### config.mk
export PLATFORM = sky130hd
export DESIGN_NAME = positional_list_engine
export DESIGN_NICKNAME = d
export VERILOG_FILES = /design/src/rtl/ple_pkg.sv /design/src/rtl/ple_cell.sv /design/src/rtl/positional_list_engine.sv
export SDC_FILE = /design/constraint.sdc
export NUM_CORES = 1
export LEC_CHECK = 0
export BUFFER_PORTS_ARGS = -buffer_cell sky130_fd_sc_hd__buf_2
export CAP_MARGIN = 20
export CORE_ASPECT_RATIO = 1.5
export CORE_MARGIN = 2
export CORE_UTILIZATION = 35
export DETAILED_ROUTE_END_ITERATION = 8
export HOLD_SLACK_MARGIN = 0.15
export SYNTH_ARGS = -nofsm -noshare
export SYNTH_HDL_FRONTEND = slang
export SYNTH_HIERARCHICAL = 1
export SYNTH_SLANG_ARGS = --single-unit
### constraint.sdc
create_clock -name clk -period 4.4 [get_ports clk]
set_clock_uncertainty 0.15 [all_clocks]
set_input_delay 0.44 -clock clk [delete_from_list [all_inputs] [get_ports clk]]
set_output_delay 0.44 -clock clk [all_outputs]
set_load 0.05 [all_outputs]
### src/rtl/ple_pkg.sv
`timescale 1ns / 1ps
`default_nettype none
// ----------------------------------------------------------------------------
// ple_pkg
// Shared widths, operation and status codes, and the control bundle that the
// list sequencer hands to every storage cell.
// ----------------------------------------------------------------------------
package ple_pkg;

  localparam int OpW     = 3;
  localparam int PosW    = 3;
  localparam int DataW   = 32;
  localparam int StatusW = 2;
  localparam int TotalW  = 4;

  // positions are 3 bits wide, so only the first cells can be addressed
  localparam int PosSpan = 2 ** PosW;

  typedef logic [OpW-1:0]            op_t;
  typedef logic [PosW-1:0]           pos_t;
  typedef logic signed [DataW-1:0]   word_t;
  typedef logic [StatusW-1:0]        status_t;

  localparam op_t OP_CLEAR    = 3'd0;
  localparam op_t OP_APPEND   = 3'd1;
  localparam op_t OP_INSERT   = 3'd2;
  localparam op_t OP_RETRIEVE = 3'd3;
  localparam op_t OP_REPLACE  = 3'd4;

  localparam status_t STATUS_OK    = 2'd0;
  localparam status_t STATUS_FULL  = 2'd1;
  localparam status_t STATUS_EMPTY = 2'd2;
  localparam status_t STATUS_RANGE = 2'd3;

  // broadcast to all cells; commit is high for the single cycle in which an
  // accepted, error-free transaction updates the store
  typedef struct packed {
    logic  commit;
    op_t   op;
    pos_t  pos;
    word_t value;
  } ple_ctl_t;

endpackage : ple_pkg
`default_nettype wire

### src/rtl/ple_cell.sv
`timescale 1ns / 1ps
`default_nettype none
// ----------------------------------------------------------------------------
// ple_cell
// One list entry. Holds its word, takes the left neighbour's word on an
// insert, and carries the read bus one step along the chain each cycle.
// ----------------------------------------------------------------------------
module ple_cell #(
  parameter int Idx = 0,
  parameter int CntW = 4
) (
  input  wire                  clk,
  input  ple_pkg::ple_ctl_t    ctl,
  input  wire [CntW-1:0]       cnt,
  input  ple_pkg::word_t       left_word,
  input  ple_pkg::word_t       bus_in,
  output ple_pkg::word_t       word_out,
  output ple_pkg::word_t       bus_out
);

  ple_pkg::word_t word_r, word_nxt;
  ple_pkg::word_t bus_r, bus_nxt;
  logic           at_pos;
  logic           above_pos;
  logic           at_cnt;

  assign at_pos    = (Idx < ple_pkg::PosSpan) &&
                     (ctl.pos == ple_pkg::PosW'(Idx));
  assign above_pos = (Idx > int'(ctl.pos));
  assign at_cnt    = (cnt == CntW'(Idx));

  always_comb begin
    word_nxt = word_r;
    if (ctl.commit) begin
      unique case (ctl.op)
        ple_pkg::OP_APPEND: begin
          if (at_cnt) word_nxt = ctl.value;
        end
        ple_pkg::OP_INSERT: begin
          // cells above the count also shift, harmless as they are unread
          if (at_pos) word_nxt = ctl.value;
          else if (above_pos) word_nxt = left_word;
        end
        ple_pkg::OP_REPLACE: begin
          if (at_pos) word_nxt = ctl.value;
        end
        default: word_nxt = word_r;
      endcase
    end
  end

  // read bus picks up this cell's word when it is the addressed one
  assign bus_nxt = at_pos ? word_r : bus_in;

  always_ff @(posedge clk) begin
    word_r <= word_nxt;
    bus_r  <= bus_nxt;
  end

  assign word_out = word_r;
  assign bus_out  = bus_r;

endmodule : ple_cell
`default_nettype wire

### src/rtl/positional_list_engine.sv
`timescale 1ns / 1ps
`default_nettype none
// ----------------------------------------------------------------------------
// positional_list_engine
// Bounded ordered list of signed words: clear, append, insert, retrieve and
// replace, one result per transaction.
// ----------------------------------------------------------------------------
// Usage:
//   in_*  channel carries operation, position and value; out_* channel
//   returns status, read_value, item_total, empty_flag and full_flag.
//   Both sides use valid/stall; a transaction moves when valid is high and
//   stall is low.
//   Entries live in a chain of CAPACITY cells. Every transaction sweeps the
//   read bus through the whole chain, one cell per cycle, and then commits.
//   One transaction is in flight at a time: the input stalls from
//   acceptance until the commit.
//   While the receiver stalls, the finished result waits in the output
//   register; a new transaction may be accepted meanwhile and holds at its
//   commit step until the output register is free.
//   Reset empties the list and drops any pending result; stored words are
//   left as they are and are never read before being written again.
// ----------------------------------------------------------------------------
module positional_list_engine #(
  parameter int CAPACITY = 8
) (
  input  wire                                  clk,
  input  wire                                  rst_n,
  input  wire                                  in_valid,
  output logic                                 in_stall,
  input  wire [ple_pkg::OpW-1:0]               in_operation,
  input  wire [ple_pkg::PosW-1:0]              in_position,
  input  wire signed [ple_pkg::DataW-1:0]      in_value,
  output logic                                 out_valid,
  input  wire                                  out_stall,
  output logic [ple_pkg::StatusW-1:0]          out_status,
  output logic signed [ple_pkg::DataW-1:0]     out_read_value,
  output logic [ple_pkg::TotalW-1:0]           out_item_total,
  output logic                                 out_empty_flag,
  output logic                                 out_full_flag
);

  localparam int CntW  = $clog2(CAPACITY + 1);
  localparam int SwW   = $clog2(CAPACITY);
  localparam int CmpW  = (CntW > ple_pkg::PosW) ? CntW : ple_pkg::PosW;
  localparam int ExtW  = (CntW > ple_pkg::TotalW) ? CntW : ple_pkg::TotalW;

  localparam logic [1:0] S_IDLE = 2'd0;
  localparam logic [1:0] S_RUN  = 2'd1;
  localparam logic [1:0] S_DONE = 2'd2;

  logic [1:0]           state_r, state_nxt;
  logic [SwW-1:0]       sweep_r, sweep_nxt;
  logic [CntW-1:0]      count_r, count_nxt;
  ple_pkg::op_t         op_r, op_nxt;
  ple_pkg::pos_t        pos_r, pos_nxt;
  ple_pkg::word_t       value_r, value_nxt;

  logic                 out_valid_r, out_valid_nxt;
  ple_pkg::status_t     out_status_r, out_status_nxt;
  ple_pkg::word_t       out_read_r, out_read_nxt;
  logic [ple_pkg::TotalW-1:0] out_total_r, out_total_nxt;
  logic                 out_empty_r, out_empty_nxt;
  logic                 out_full_r, out_full_nxt;

  logic                 in_accept;
  logic                 commit;
  logic                 is_full;
  logic                 is_empty;
  logic                 in_range;
  ple_pkg::status_t     status;
  logic                 ok;
  logic [CntW-1:0]      cnt_after;
  logic [ExtW-1:0]      cnt_ext;
  ple_pkg::ple_ctl_t    ctl;

  ple_pkg::word_t       word_w [CAPACITY];
  ple_pkg::word_t       bus_w  [CAPACITY];

  assign in_stall  = (state_r != S_IDLE);
  assign in_accept = in_valid && !in_stall;
  assign commit    = (state_r == S_DONE) && (!out_valid_r || !out_stall);

  // checks against the count before this transaction
  assign is_full  = (count_r == CntW'(CAPACITY));
  assign is_empty = (count_r == '0);
  assign in_range = (CmpW'(pos_r) < CmpW'(count_r));

  always_comb begin
    status = ple_pkg::STATUS_OK;
    unique case (op_r)
      ple_pkg::OP_APPEND: begin
        if (is_full) status = ple_pkg::STATUS_FULL;
      end
      ple_pkg::OP_INSERT: begin
        priority if (is_full)   status = ple_pkg::STATUS_FULL;
        else if (is_empty)      status = ple_pkg::STATUS_EMPTY;
        else if (!in_range)     status = ple_pkg::STATUS_RANGE;
        else                    status = ple_pkg::STATUS_OK;
      end
      ple_pkg::OP_RETRIEVE, ple_pkg::OP_REPLACE: begin
        priority if (is_empty)  status = ple_pkg::STATUS_EMPTY;
        else if (!in_range)     status = ple_pkg::STATUS_RANGE;
        else                    status = ple_pkg::STATUS_OK;
      end
      default: status = ple_pkg::STATUS_OK;
    endcase
  end

  assign ok = (status == ple_pkg::STATUS_OK);

  always_comb begin
    cnt_after = count_r;
    unique case (op_r)
      ple_pkg::OP_CLEAR:  cnt_after = '0;
      ple_pkg::OP_APPEND,
      ple_pkg::OP_INSERT: begin
        if (ok) cnt_after = count_r + CntW'(1);
      end
      default: cnt_after = count_r;
    endcase
  end

  assign cnt_ext = ExtW'(cnt_after);

  assign ctl.commit = commit && ok;
  assign ctl.op     = op_r;
  assign ctl.pos    = pos_r;
  assign ctl.value  = value_r;

  // sequencer
  always_comb begin
    state_nxt = state_r;
    sweep_nxt = sweep_r;
    count_nxt = count_r;
    op_nxt    = op_r;
    pos_nxt   = pos_r;
    value_nxt = value_r;
    unique case (state_r)
      S_IDLE: begin
        if (in_accept) begin
          op_nxt    = in_operation;
          pos_nxt   = in_position;
          value_nxt = in_value;
          sweep_nxt = '0;
          state_nxt = S_RUN;
        end
      end
      S_RUN: begin
        // read bus steps one cell along the chain per cycle until it reaches the end
        if (sweep_r == SwW'(CAPACITY - 1)) begin
          state_nxt = S_DONE;
        end else begin
          sweep_nxt = sweep_r + SwW'(1);
        end
      end
      S_DONE: begin
        if (commit) begin
          count_nxt = cnt_after;
          state_nxt = S_IDLE;
        end
      end
      default: state_nxt = S_IDLE;
    endcase
  end

  always_comb begin
    out_valid_nxt  = out_valid_r && out_stall;
    out_status_nxt = out_status_r;
    out_read_nxt   = out_read_r;
    out_total_nxt  = out_total_r;
    out_empty_nxt  = out_empty_r;
    out_full_nxt   = out_full_r;
    if (commit) begin
      out_valid_nxt  = 1'b1;
      out_status_nxt = status;
      out_read_nxt   = (ok && (op_r == ple_pkg::OP_RETRIEVE ||
                               op_r == ple_pkg::OP_REPLACE))
                       ? bus_w[CAPACITY-1] : '0;
      out_total_nxt  = cnt_ext[ple_pkg::TotalW-1:0];
      out_empty_nxt  = (cnt_after == '0);
      out_full_nxt   = (cnt_after == CntW'(CAPACITY));
    end
  end

  always_ff @(posedge clk) begin
    if (!rst_n) begin
      state_r     <= S_IDLE;
      sweep_r     <= '0;
      count_r     <= '0;
      out_valid_r <= 1'b0;
    end else begin
      state_r     <= state_nxt;
      sweep_r     <= sweep_nxt;
      count_r     <= count_nxt;
      out_valid_r <= out_valid_nxt;
    end
  end

  always_ff @(posedge clk) begin
    op_r         <= op_nxt;
    pos_r        <= pos_nxt;
    value_r      <= value_nxt;
    out_status_r <= out_status_nxt;
    out_read_r   <= out_read_nxt;
    out_total_r  <= out_total_nxt;
    out_empty_r  <= out_empty_nxt;
    out_full_r   <= out_full_nxt;
  end

  // cell chain
  for (genvar i = 0; i < CAPACITY; i++) begin : g_cell
    ple_pkg::word_t left_w;
    ple_pkg::word_t bus_in_w;
    if (i == 0) begin : g_first
      assign left_w   = '0;
      assign bus_in_w = '0;
    end else begin : g_rest
      assign left_w   = word_w[i-1];
      assign bus_in_w = bus_w[i-1];
    end
    ple_cell #(
      .Idx  (i),
      .CntW (CntW)
    ) u_cell (
      .clk       (clk),
      .ctl       (ctl),
      .cnt       (count_r),
      .left_word (left_w),
      .bus_in    (bus_in_w),
      .word_out  (word_w[i]),
      .bus_out   (bus_w[i])
    );
  end

  assign out_valid      = out_valid_r;
  assign out_status     = out_status_r;
  assign out_read_value = out_read_r;
  assign out_item_total = out_total_r;
  assign out_empty_flag = out_empty_r;
  assign out_full_flag  = out_full_r;

endmodule : positional_list_engine
`default_nettype wire

==> results of run 1 <==
-- power breakdown --
part           total, mW  internal (mW)  switching (mW)
Clock               4.87           2.87            2.00
Sequential          6.28           6.17           0.109
Combinational      0.670          0.426           0.244
-- metrics by stage --
step | std cells | util, % | instance area [sq um] | hold WS (ns) | power (mW)
2_1_floorplan | 1383 | - | 23500 | 0.267 | 6.90
3_3_place_gp | 2316 | 37.7 | 24800 | 0.286 | 7.03
3_5_place_dp | 2316 | 37.7 | 24800 | 0.279 | 7.04
4_1_cts | 2457 | 41.2 | 27100 | 0.205 | 12.0
5_1_grt | 2457 | 41.2 | 27100 | 0.288 | 12.3
6_report | 2457 | 41.2 | 27100 | 0.247 | 11.8
-- synth_stat cells, types with 6 or more instances --
cell	instances	share of area, %
edfxtp_1	334	43
mux2_2	295	14
dfxtp_1	266	23
mux2_4	150	9.7
mux2_1	36	1.7
and2_1	33	0.89
buf_6	26	1.3
buf_2	23	0.49
nor2_1	19	0.31
nand2_1	15	0.24
a21oi_1	14	0.30
o21ai_0	12	0.26
inv_1	7	0.11
nand3_1	7	0.15
clkbuf_1	6	0.097
ha_1	6	0.32
nor4b_1	6	0.23
nor4bb_1	6	0.26
-- worst min-delay path by stage --
stage / from / to / slack (ns)
2_1_floorplan: g_cell[2].u_cell/bus_out[29] / g_cell[3].u_cell/bus_out[29] / 0.27
3_3_place_gp: g_cell[2].u_cell/bus_out[2] / g_cell[3].u_cell/bus_out[2] / 0.29
3_5_place_dp: g_cell[2].u_cell/bus_out[5] / g_cell[3].u_cell/bus_out[5] / 0.28
4_1_cts: in_valid / state_r[0] / 0.20
5_1_grt: in_valid / state_r[0] / 0.29
6_report: in_valid / state_r[0] / 0.25
-- critical path, cell delays in order, from the launching register on --
cell	delay [ns]
dfxtp_1	0.52
clkinv_1	0.30
ha_1	0.36
o21bai_1	0.33
or2_4	0.22
o21ai_4	0.06
a21oi_4	0.30
or4bb_1	0.43
o211ai_1	0.18
buf_4	0.42
-- metal layers --
layer / share of wire (%) / track usage, % / vias to the layer above / wire length, um
li1: - / - / 5385 / -
met1: 43 / 13.1 / 5260 / 16500
met2: 51 / 20.3 / 198 / 19400
met3: 4.1 / 2.09 / 60 / 1600
met4: 2.5 / 4.23 / 0 / 980
met5: 0 / 0 / - / 0
-- final cells by class --
cell class | count | area, sq um | share of cell area [%]
flip-flops and latches | 600 | 15400 | 56.7
multi-input cells | 718 | 7690 | 28.4
clock buffers | 73 | 1580 | 5.83
well taps | 877 | 1100 | 4.05
repair buffers | 151 | 1030 | 3.79
clock inverters | 28 | 302 | 1.11
inverters | 10 | 41.3 | 0.152
-- layout by cell type (no fill, tap or decap), types with 5 or more instances in the layout --
master,n
clkbuf_16,59
a21oi_1,10
bufinv_16,6
nand3_1,7
clkbuf_1,9
and2_1,33
nor4b_1,6
clkinv_2,12
buf_4,28
o21ai_0,11
mux2_1,36
mux2_2,295
nand2_1,15
mux2_4,150
buf_2,83
edfxtp_1,334
clkbuf_8,5
clkinv_1,7
conb_1,32
inv_1,6
nor2_1,18
nor4bb_1,6
ha_1,5
dfxtp_1,266
nor3b_1,5
dlygate4sd3_1,40
-- registers in the layout, summed over array words and instances (netlist names), 2 cells and up --
name                    count
g_cell.u_cell/bus_out     256
count_r                     4
value_r                    32
g_cell.u_cell/word_out    256
out_read_value             32
pos_r                       3
out_status                  2
op_r                        3
out_item_total              4
state_r                     2
sweep_r                     3
-- cells by family (layout without fill, tap and decap cells) --
kind of cell / Yosys count / in the layout / synth area share, %
simple gates: 138 / 138 / 4.17
xor+xnor: 2 / 2 / 0.0752
mux: 485 / 485 / 25.8
other cells: 1 / 32 / 0.0161
flops: 600 / 600 / 65.9
buf+inv: 65 / 262 / 2.01
fa+ha+maj: 6 / 6 / 0.322
compound gates: 55 / 55 / 1.66
==> results.py, run 1 <==
metrics = {
    "outcome": {
        "outcome": "finished, final reports clean",
    },
    "floorplan": {
        "die-area_sq_um": 68700,
        "core_area_sq_um": 65800,
        "die_x_um": 215,
        "rows": 115,
        "start_util_pct": 35.4,
        "ios": 84,
        "fp.dieH_um": 320,
    },
    "yosys": {
        "synthFlopType": "edfxtp_1",
        "netlist_area_sq_um": 23300,
        "ys_ff_latch": 600,
        "synth_edf_count": 334,
        "syn_avg_cell_area_sq_um": 17.2,
        "async_reset_ff_share_pct": 0,
        "synthCells": 1352,
        "synth.distinct_cells": 66,
        "ys.warnings.count": 6,
        "ys_seq_area_share_pct": 65.9,
    },
    "setup_path": {
        "cp.arrival_ns": 3.72,
        "crit_fanout": 32,
        "required_ns": 4.49,
        "cp-startpoint": "count_r[2]",
        "r2r_start": "count_r[2]",
        "crit_path_end_kind": "register",
        "crit_type": "reg2reg",
        "reg2reg_depth": 9,
        "reg2reg_to": "g_cell[5].u_cell/word_out[15]",
        "crit_end": "g_cell[5].u_cell/word_out[15]",
        "start_kind": "register",
        "r2r_slack_ns": 0.77,
    },
    "sta": {
        "report.final.hold_viol_count": 0,
        "fin_tns_setup_ns": 0,
        "tightestPinTransition_ns": 1.02,
        "setup_violations": 0,
        "post-route-period-util_pct": 82.6,
        "fin_crit_ns": 3.63,
        "slew_violations": 0,
        "rsz0062_at_grt": "false",
        "setup_ws_ns": 0.765,
        "max_freq_mhz": 275,
        "slew-limit-headroom_pct": 31.9,
    },
    "cts": {
        "hold_buffers": 40,
        "cts_sinks": 600,
        "cts_resized": 0,
        "cts_tree": "yes",
        "clock_path_buffers": 3,
        "htreeDepth": 2,
        "cts_buffers": 54,
        "post_cts_buffers": 0,
        "clk_latency_ns": 0.59,
        "ctsRootBufferMaster": "clkbuf_16",
        "clkTransAtPathRegs_ns": 0.06,
    },
    "place": {
        "place.gp.congestion": 0.813,
        "port_buffers": 83,
        "post-dp-hpwl_um": 26800,
        "dp_slack_ns": 0.786,
    },
    "grt": {
        "antenna_found_initial": 0,
        "gr-usage-all-layers_pct": 11.2,
        "grt-ovfl-total": 0,
        "grt_pass1_vias": 11900,
        "grt_max_degree": 42,
        "grt_first_pass_wirelength_um": 63000,
    },
    "route": {
        "post-route-drc-count": 0,
        "routedWlPerCell_um": 15.7,
        "ant_nets": 0,
        "via_per_inst": 4.44,
        "drt_iter0_drc": 470,
        "routed_wl_um": 38500,
        "dr.pass1.iters": 4,
        "via_count": 10900,
    },
    "power": {
        "power.density_nw_per_um2": 436,
        "vdd_ir_drop_max_v": 0.000297,
        "p_leak_nw": 10.2,
    },
    "final_layout": {
        "layout-drive-gt1-share_pct": 43.5,
        "areaGrowthSynthToFinish_pct": 16.3,
        "insertedDiodeCount": 0,
        "fin_nets": 1583,
        "n_fill_cell": 5952,
    },
    "min_path": {
        "hold_depth": 5,
        "hold_class": "in2reg",
    },
    "flow_run": {
        "max_cap_violations": 0,
    },
}
(Power assumes the default switching activity.)
==> inputs of run 2 (changes only) <==
ABC_AREA = 1   (was unset)
clock period = 3.8 ns   (was 4.4 ns; I/O delays follow)
==> results.py, run 2 <==
metrics = {
    "yosys": {
        "ys_seq_area_share_pct": 63.8,
        "synth.top_cell.area_share_pct": 41.7,
        "async_reset_ff_share_pct": 0,
        "synth.most_common_cell": "nand2_1",
        "synth_edf_count": 334,
        "synthCells": 2527,
        "syn_avg_cell_area_sq_um": 9.52,
        "netlist_area_sq_um": 24100,
        "ys_ff_latch": 600,
        "synth_common_cells": "nand2_1, edfxtp_1, nand3_1",
        "synth.distinct_cells": 40,
        "synthFlopType": "edfxtp_1",
        "ys_top_cells_by_area": "edfxtp_1, dfxtp_1, nand2_1",
        "yosysTopAreaCell": "edfxtp_1",
        "ys.warnings.count": 6,
    },
    "place": {
        "port_buffers": 83,
        "dp_slack_ns": 0.444,
        "place.gp.congestion": 0.798,
        "post-dp-hpwl_um": 34100,
    },
    "sta": {
        "max_freq_mhz": 299,
        "tightestPinTransition_ns": 1.02,
        "setup_ws_ns": 0.454,
        "fin_tns_setup_ns": 0,
        "rsz0062_at_grt": "false",
        "slew-limit-headroom_pct": 31.6,
        "report.final.hold_viol_count": 0,
        "fin_crit_ns": 3.35,
        "setup_violations": 0,
        "post-route-period-util_pct": 88.0,
        "slew_violations": 0,
    },
    "cts": {
        "cts_buffers": 53,
        "clock_path_buffers": 3,
        "cts_tree": "yes",
        "clk_latency_ns": 0.60,
        "post_cts_buffers": 0,
        "cts_sinks": 600,
        "htreeDepth": 2,
        "ctsRootBufferMaster": "clkbuf_16",
        "clkTransAtPathRegs_ns": 0.07,
    },
    "grt": {
        "antenna_found_initial": 0,
        "gr-usage-all-layers_pct": 13.3,
        "grt-ovfl-total": 0,
        "grt_pass1_vias": 15500,
        "grt_max_degree": 97,
        "grt_first_pass_wirelength_um": 77500,
    },
    "setup_path": {
        "max_stage_delay_ns": 0.59,
        "start_kind": "register",
        "required_ns": 3.89,
        "cp.arrival_ns": 3.43,
        "critPathMostFrequentCell": "nand2_1",
        "path_cells": "inv_1 -> ha_1 -> inv_1 -> nor2_1 -> nand2_1 -> nand2_1 -> a21oi_4 -> nand2_1 -> nor2_1 -> buf_4 -> nand2_1 -> inv_1 -> nand2_1 -> nor2_2 -> buf_4",
        "reg2reg_depth": 15,
        "slowest_stage": "dfxtp_1",
        "crit_path_end_kind": "register",
        "crit_type": "reg2reg",
        "crit_fanout": 32,
    },
    "final_layout": {
        "multi_input_area_sq_um": 6930,
        "n_fill_cell": 6616,
        "areaGrowthSynthToFinish_pct": 13.6,
        "final_cell_mix": "nand2_1, edfxtp_1, nand3_1",
        "layout-drive-gt1-share_pct": 10.6,
        "fin_nets": 2690,
        "insertedDiodeCount": 0,
        "seq_area_sq_um": 15400,
        "layout_commonest_cell": "nand2_1",
    },
    "route": {
        "via_per_inst": 4.47,
        "routed_wl_um": 47800,
        "via_count": 16000,
        "routedWlPerCell_um": 13.3,
        "dr.pass1.iters": 5,
        "post-route-drc-count": 0,
        "ant_nets": 0,
        "drt_iter0_drc": 951,
    },
    "floorplan": {
        "die_x_um": 218,
        "die-area_sq_um": 70900,
        "ios": 84,
        "fp.dieH_um": 325,
        "start_util_pct": 35.4,
        "rows": 117,
        "core_area_sq_um": 67900,
    },
    "power": {
        "p_leak_nw": 12.3,
        "vdd_ir_drop_max_v": 0.000356,
        "power.density_nw_per_um2": 497,
    },
    "min_path": {
        "hold_class": "in2reg",
        "hold_depth": 5,
    },
    "flow_run": {
        "max_cap_violations": 0,
    },
    "outcome": {
        "outcome": "finished, final reports clean",
    },
}
## run 2: cell types whose count changed after synthesis, sizes merged, moves of 6 or more
cell    change
clkbuf     +22
inv       +284
and2       -33
nand2     +830
nor4bb      -6
nand3     +325
nor4b       -6
nor2       +65
nor3b      -12
o21ai     +184
mux2      -481
buf        +52
## run 2: report_power, final
part / switching (mW) / internal, mW / total, mW
Clock: 2.37 / 2.92 / 5.29
Combinational: 0.577 / 0.327 / 0.904
Sequential: 0.163 / 7.23 / 7.39
Total: 3.11 / 10.5 / 13.6
## run 2: final cells by class
type / count / area share (%)
clock buffers: 72 / 5.46
clock inverters: 28 / 0.897
inverters: 293 / 4.04
multi-input cells: 1536 / 25.4
flip-flops and latches: 600 / 56.2
well taps: 892 / 4.08
repair buffers: 158 / 3.99
## run 2: kinds of logic (layout without fill, tap and decap cells)
group / after synthesis / count (layout) / share of synthesized area, %
fa+ha+maj: 6 / 6 / 0.312
buf+inv: 422 / 551 / 8.05
simple gates: 1284 / 1284 / 22.7
flops: 600 / 600 / 63.8
compound gates: 214 / 214 / 5.11
other cells: 1 / 32 / 0.0156
## run 2: worst paths after layout
| path | from | end | slack [ns] |
|---|---|---|---|
| min reg2reg | g_cell[0].u_cell/bus_out[3] | g_cell[1].u_cell/bus_out[3] | 0.27 |
| max reg2reg | count_r[2] | g_cell[5].u_cell/word_out[9] | 0.45 |
| min | in_valid | sweep_r[1] | 0.22 |
| max | count_r[2] | g_cell[5].u_cell/word_out[9] | 0.45 |
## run 2: what timing repair did
action	in CTS	in global routing
endpoints found under the hold margin	47	0
hold buffers	40	0
gates resized for setup	0	0
## run 2: layer usage
layer | global-route usage, % | wire (um)
met3 | 1.77 | 1920
met4 | 6.52 | 2020
met1 | 14.8 | 19000
met2 | 24.6 | 24800
met5 | 0 | 0
## run 2: per-stage QoR
step                      instances  hold slack [ns]  cell area, sq um  util (%)  power (mW)
after floorplan                2558            0.246             24200         -        8.17
after CTS                      3579            0.186             27300      40.2        13.7
after global placement         3439            0.258             25200      37.1        8.38
final                          3579            0.216             27300      40.2        13.6
after detailed placement       3439            0.255             25200      37.1        8.42
after global routing           3579            0.236             27300      40.2        14.2
## run 2: worst max-delay path: cells and delay by family, from the launching register on
family                   cells  cell delay (ns)
adder cells (fa/ha/maj)      1             0.31
buffers and inverters        5             0.81
AO/OA/AOI/OAI                1             0.27
AND/OR/NAND/NOR              8             0.81
flip-flops                   1             0.59
